--- src/hw/rtl/assert_macros.svh ---
// Assertion helpers shared by the RTL files.
// Every macro samples on the rising edge of clk_i and is disabled while rst_ni is low.
`ifndef ASSERT_MACROS_SVH
`define ASSERT_MACROS_SVH

// Property that must hold at every clock edge.
`define ASSERT_ALWAYS(lbl, prop, msg) \
  lbl: assert property (@(posedge clk_i) disable iff (!rst_ni) (prop)) else $error(msg);

// Consequent that must hold in the cycle after the antecedent.
`define ASSERT_NEXT(lbl, ante, cons, msg) \
  lbl: assert property (@(posedge clk_i) disable iff (!rst_ni) (ante) |=> (cons)) \
    else $error(msg);

`endif

--- src/hw/rtl/uvt_pkg.sv ---
`timescale 1ns / 1ps

package uvt_pkg;

  // Field widths of the request and response items.
  localparam int REQ_W    = 2;
  localparam int VAL_W    = 32;
  localparam int STATUS_W = 2;
  localparam int POS_W    = 10;
  localparam int CNT_W    = 11;

  // Default table capacity.
  localparam int DEF_CAPACITY = 1024;

  // Request codes. Code 3 is unused and is answered without any change.
  localparam logic [REQ_W-1:0] REQ_INSERT = 2'd0;
  localparam logic [REQ_W-1:0] REQ_SEARCH = 2'd1;
  localparam logic [REQ_W-1:0] REQ_DELETE = 2'd2;

  // Response status codes.
  typedef enum logic [STATUS_W-1:0] {
    ST_OK       = 2'd0,
    ST_NOTFOUND = 2'd1,
    ST_FULL     = 2'd2
  } status_e;

  // Sequencer states.
  typedef enum logic [2:0] {
    S_IDLE,
    S_SCAN,
    S_MOVE,
    S_WRITE,
    S_RESP
  } state_e;

  // One response item as it travels from the sequencer to the output register.
  typedef struct packed {
    status_e            status;
    logic [POS_W-1:0]   position;
    logic [CNT_W-1:0]   count;
  } res_t;

endpackage

--- src/hw/rtl/uvt_ctrl.sv ---
`timescale 1ns / 1ps
`include "assert_macros.svh"

module uvt_ctrl import uvt_pkg::*; #(
  parameter int CAPACITY = DEF_CAPACITY,
  parameter int IW       = $clog2(DEF_CAPACITY),
  parameter int CW       = $clog2(DEF_CAPACITY + 1)
) (
  input  logic                    clk_i,
  input  logic                    rst_ni,
  // Request side.
  input  logic                    in_valid_i,
  output logic                    in_stall_o,
  input  logic [REQ_W-1:0]        req_type_i,
  input  logic signed [VAL_W-1:0] value_i,
  // Memory port.
  output logic                    mem_we_o,
  output logic [IW-1:0]           mem_waddr_o,
  output logic [VAL_W-1:0]        mem_wdata_o,
  output logic                    mem_re_o,
  output logic [IW-1:0]           mem_raddr_o,
  input  logic [VAL_W-1:0]        mem_rdata_i,
  // Response toward the output register.
  output logic                    res_valid_o,
  input  logic                    res_stall_i,
  output res_t                    res_o
);

  state_e            state_q, state_d;
  logic [CW-1:0]     cnt_q, cnt_d;
  logic [IW-1:0]     idx_q, idx_d;
  logic [VAL_W-1:0]  key_q, key_d;
  logic              del_q, del_d;
  status_e           status_q, status_d;

  logic              accept;
  logic              cnt_full;
  logic              cnt_empty;
  logic [IW-1:0]     last_idx;
  logic              hit;
  logic              at_last;

  // Conditions shared by the sequencer and the datapath.
  assign accept    = in_valid_i && (state_q == S_IDLE);
  assign cnt_full  = (cnt_q == CW'(CAPACITY));
  assign cnt_empty = (cnt_q == '0);
  assign last_idx  = IW'(cnt_q - CW'(1));
  assign hit       = (mem_rdata_i == key_q);
  assign at_last   = (idx_q == last_idx);

  // Next state.
  always_comb begin
    state_d = state_q;
    case (state_q)
      S_IDLE: begin
        if (accept) begin
          if ((req_type_i inside {REQ_SEARCH, REQ_DELETE}) && !cnt_empty) begin
            state_d = S_SCAN;
          end else begin
            state_d = S_RESP;
          end
        end
      end
      S_SCAN: begin
        if (hit) begin
          state_d = del_q ? S_MOVE : S_RESP;
        end else if (at_last) begin
          state_d = S_RESP;
        end
      end
      S_MOVE:  state_d = S_WRITE;
      S_WRITE: state_d = S_RESP;
      S_RESP: begin
        if (!res_stall_i) begin
          state_d = S_IDLE;
        end
      end
      default: state_d = S_IDLE;
    endcase
  end

  // Handshake and memory port outputs.
  always_comb begin
    in_stall_o  = (state_q != S_IDLE);
    res_valid_o = (state_q == S_RESP);
    mem_we_o    = 1'b0;
    mem_waddr_o = idx_q;
    mem_wdata_o = mem_rdata_i;
    mem_re_o    = 1'b0;
    mem_raddr_o = idx_q;
    case (state_q)
      S_IDLE: begin
        // An insert writes at the fill position; a scan starts by reading entry zero.
        mem_we_o    = accept && (req_type_i == REQ_INSERT) && !cnt_full;
        mem_waddr_o = IW'(cnt_q);
        mem_wdata_o = $unsigned(value_i);
        mem_re_o    = accept;
        mem_raddr_o = '0;
      end
      S_SCAN: begin
        // Read one entry ahead of the one being compared.
        mem_re_o    = 1'b1;
        mem_raddr_o = idx_q + IW'(1);
      end
      S_MOVE: begin
        mem_re_o    = 1'b1;
        mem_raddr_o = last_idx;
      end
      S_WRITE: begin
        // The last entry fills the hole left by the deleted one.
        mem_we_o    = 1'b1;
        mem_waddr_o = idx_q;
        mem_wdata_o = mem_rdata_i;
      end
      default: begin
      end
    endcase
  end

  // Datapath register updates.
  always_comb begin
    cnt_d    = cnt_q;
    idx_d    = idx_q;
    key_d    = key_q;
    del_d    = del_q;
    status_d = status_q;
    case (state_q)
      S_IDLE: begin
        if (accept) begin
          key_d    = $unsigned(value_i);
          del_d    = (req_type_i == REQ_DELETE);
          idx_d    = '0;
          status_d = ST_OK;
          case (req_type_i)
            REQ_INSERT: begin
              if (cnt_full) begin
                status_d = ST_FULL;
              end else begin
                cnt_d = cnt_q + CW'(1);
              end
            end
            REQ_SEARCH, REQ_DELETE: begin
              if (cnt_empty) begin
                status_d = ST_NOTFOUND;
              end
            end
            default: status_d = ST_OK;
          endcase
        end
      end
      S_SCAN: begin
        if (hit) begin
          status_d = ST_OK;
        end else if (at_last) begin
          status_d = ST_NOTFOUND;
          idx_d    = '0;
        end else begin
          idx_d = idx_q + IW'(1);
        end
      end
      S_WRITE: cnt_d = cnt_q - CW'(1);
      default: begin
      end
    endcase
  end

  // Control state is reset; the key and status are payload.
  always_ff @(posedge clk_i or negedge rst_ni) begin
    if (!rst_ni) begin
      state_q <= S_IDLE;
      cnt_q   <= '0;
      idx_q   <= '0;
      del_q   <= 1'b0;
    end else begin
      state_q <= state_d;
      cnt_q   <= cnt_d;
      idx_q   <= idx_d;
      del_q   <= del_d;
    end
  end

  always_ff @(posedge clk_i) begin
    key_q    <= key_d;
    status_q <= status_d;
  end

  // Response fields at the port widths.
  assign res_o.status   = status_q;
  assign res_o.position = POS_W'(idx_q);
  assign res_o.count    = CNT_W'(cnt_q);

  `ASSERT_ALWAYS(a_cnt_bound, cnt_q <= CW'(CAPACITY), "fill count exceeds capacity")
  `ASSERT_ALWAYS(a_scan_in_range, (state_q != S_SCAN) || (CW'(idx_q) < cnt_q),
                 "scan index beyond stored entries")
  `ASSERT_ALWAYS(a_no_write_in_scan, !((state_q == S_SCAN || state_q == S_MOVE) && mem_we_o),
                 "memory written during a scan")
  `ASSERT_NEXT(a_delete_shrinks, state_q == S_WRITE, cnt_q == $past(cnt_q) - CW'(1),
               "delete did not shrink the count by one")

endmodule

--- config.mk ---
export PLATFORM = sky130hd
export DESIGN_NAME = uvt_ctrl
export DESIGN_NICKNAME = d
export VERILOG_FILES = /design/src/hw/rtl/uvt_pkg.sv /design/src/hw/rtl/uvt_ctrl.sv
export VERILOG_INCLUDE_DIRS = /design/src /design/src/hw/rtl
export SDC_FILE = /design/constraint.sdc
export NUM_CORES = 1
export LEC_CHECK = 0
export ABC_AREA = 0
export BUFFER_PORTS_ARGS = -buffer_cell sky130_fd_sc_hd__clkbuf_2
export CAP_MARGIN = 20
export CORE_MARGIN = 2
export CORE_UTILIZATION = 55
export CTS_CLUSTER_SIZE = 14
export DETAILED_ROUTE_END_ITERATION = 10
export HOLD_SLACK_MARGIN = 0.06
export PLACE_DENSITY = 0.87
export SYNTH_ARGS = -nofsm -noshare
export SYNTH_HDL_FRONTEND = slang
export SYNTH_SLANG_ARGS = --single-unit
--- constraint.sdc ---
create_clock -name clk_i -period 6.9 [get_ports clk_i]
set_input_delay 1.38 -clock clk_i [delete_from_list [all_inputs] [get_ports clk_i]]
set_output_delay 1.38 -clock clk_i [all_outputs]
set_load 0.03 [all_outputs]
==> flow_summary.ini <==
[place]
port_buffers = 148
post_dp_cell_area_um2 = 4970
dp_hpwl_um = 8480
post-place-ws_ns = 2.83
routabilityCongestion = 0.916
place_inst = 640

[clock_tree]
clk_pin_slew_ns = 0.06
clk_latency_ns = 0.33
ctsResizeCount = 0
cts_buffer_depth = 2
hold_buffers = 0
cts_tree = built
cts_setup_buffers = 0
cts_inserted_buffers = 9
cts_max_level = 3
cts-root-buf = clkbuf_8
clock-sinks = 59

[floorplan]
pin_count = 149
core_area_um2 = 7330
rows = 31
start_util = 0.576
die_area_um2 = 8390
die_x_um = 91.6
die_y_um = 91.6

[worst_setup_path]
critical_path_buf_inv_count = 3
arrival_ns = 3.07
criticalPathCategory = reg -> out
required_ns = 5.52
slowest_delay_ns = 0.60
cp_cell_sequence = or2_2, nor2_4, buf_4, nand2_1, inv_1, nand3_1, nand2_1, clkbuf_2
worst_path_most_repeated_cell = nand2_1
crit_family = simple AND/OR/NAND/NOR gates
path_max_fanout = 45
cp_slowest_cell = dfrtp_1
end_kind = primary output
startpoint_type = register

[sta]
timing.hold.ws_ns = 0.531
tns_ns = 0
fin_ws_ns = 2.45
relSlewSlack = 0.493
clock_skew_ns = 0.00589
period_share = 0.645
worst_slew_pin_slew_ns = 0.761
slew_viol_final = 0
fmax_mhz = 225
finalHoldViolCount = 0
grt_setup_unrepaired = false
setup_viol = 0
min_period_ns = 4.45

[routing]
post_drt_wl_per_cell_um = 17.3
dr_total_vias = 3756
wl_um = 11300
vias_per_cell = 5.73
ant_nets = 0
dr.pass1.iters = 5
drt_iter0_drc = 275
drcViolationCount = 0

[synth]
syn_inst = 423
ys.flop_type = edfxtp_1
ys_warn_count = 0
syn_area_um2 = 4220
ys_seq_elements = 59
syn_nets = 500
synth_edf_count = 34
synthArstFlopShare = 0.424
syn_area_per_cell_um2 = 9.98
synth_seq_area_share = 0.390
yosysUniqueCellTypes = 62

[final_layout]
syn_to_final_growth_pct = 22.7
mostFrequentLayoutCells = 148 x clkbuf_2, 48 x nand2_1, 44 x mux2_2
drive_above_1_share = 0.404
mostFrequentLayoutCell = clkbuf_2
num-nets-final = 629
fin_area_um2 = 5180
diodes = 0
final_cells = 656
utilization = 0.706
nFillCells = 569

[global_route]
grt_max_degree = 46
grt_pass1_vias = 3631
grt_pass1_wl_um = 18200
track_usage = 0.271
antenna_found_initial = 0
grt_overflow = 0

[power_and_ir_drop]
p_per_area_nw_per_um2 = 367
power_mw = 1.90
cellLeakagePower_nw = 2.34
peakVddDrop_v = 0.000244

[worst_hold_path]
worstHoldPathType = reg -> reg

[job]
drv_cap = 0

[run_status]
status = finished, final reports clean
==> power breakdown <==
part	leakage (nW)	switching, mW	internal [mW]
combinational	1.58	0.649	0.363
clock	0.105	0.135	0.202
sequential	0.655	0.0970	0.455
total	2.34	0.880	1.02
==> area by class of cell <==
class | count | area, um^2 | area share
clock buffer | 11 | 131 | 0.0254
clock inverter | 5 | 77.6 | 0.0150
inverter | 13 | 48.8 | 0.00942
multi-input combinational | 318 | 2390 | 0.461
sequential | 59 | 1650 | 0.318
tap | 99 | 124 | 0.0239
timing repair buffer | 151 | 763 | 0.147
==> final timing paths <==
| kind | from | endpoint | slack, ns | depth (start not counted) |
|---|---|---|---|---|
| min | del_q$_DFFE_PN0P_ | del_q$_DFFE_PN0P_ | 0.53 | 1 |
| max in group asynchronous | rst_ni | idx_q[8]$_DFFE_PN0P_ | 5.41 | 1 |
| max | state_q[1]$_DFFE_PN0P_ | mem_we_o | 2.45 | 8 |
| min in group asynchronous | rst_ni | cnt_q[5]$_DFFE_PN0P_ | 1.07 | 1 |
| min reg2reg | del_q$_DFFE_PN0P_ | del_q$_DFFE_PN0P_ | 0.53 | 1 |
| max reg2reg | cnt_q[0]$_DFFE_PN0P_ | idx_q[6]$_DFFE_PN0P_ | 3.84 | 9 |
==> Yosys cell counts (4+ instances only) <==
cell	number	area, um^2
edfxtp_1	34	1020
o21ai_0	16	80.1
o31ai_1	5	37.5
ha_1	7	87.6
inv_1	13	48.8
nor3_2	4	40.0
xor2_1	41	359
nor4_1	13	81.3
nor2_1	22	82.6
xnor2_1	20	175
a221o_1	6	60.1
nand3_1	9	45.0
nand2_1	48	180
a21oi_1	9	45.0
nand4_1	5	31.3
buf_1	5	18.8
clkbuf_1	24	90.1
and3_1	4	25.0
nor3_1	7	35.0
mux2_2	44	495
dfrtp_1	25	626
==> state kept, by name, indices dropped and copies added, names as in the netlist <==
register and count:
key_q 32, idx_q 10, del_q 1, status_q 2, state_q 3, cnt_q 11
==> per-layer routing <==
metal / GRT usage / share of wire / vias up
met1: 0.356 / 0.43 / 1778
met2: 0.444 / 0.49 / 168
li1: - / - / 1787
met3: 0.0598 / 0.066 / 23
met5: 0 / 0 / -
met4: 0.0871 / 0.021 / 0
==> kinds of logic (layout without fill, tap and decap cells) <==
group	Yosys count	after routing	share of synthesized area
AOI/OAI and AO/OA	66	66	0.116
buffers and inverters	46	180	0.0460
DFF	59	59	0.390
adders and majority gates	7	7	0.0208
xor gates and xnor gates	62	62	0.132
and+or+nand+nor	138	138	0.175
muxes	45	45	0.120
(Power assumes the default switching activity.)
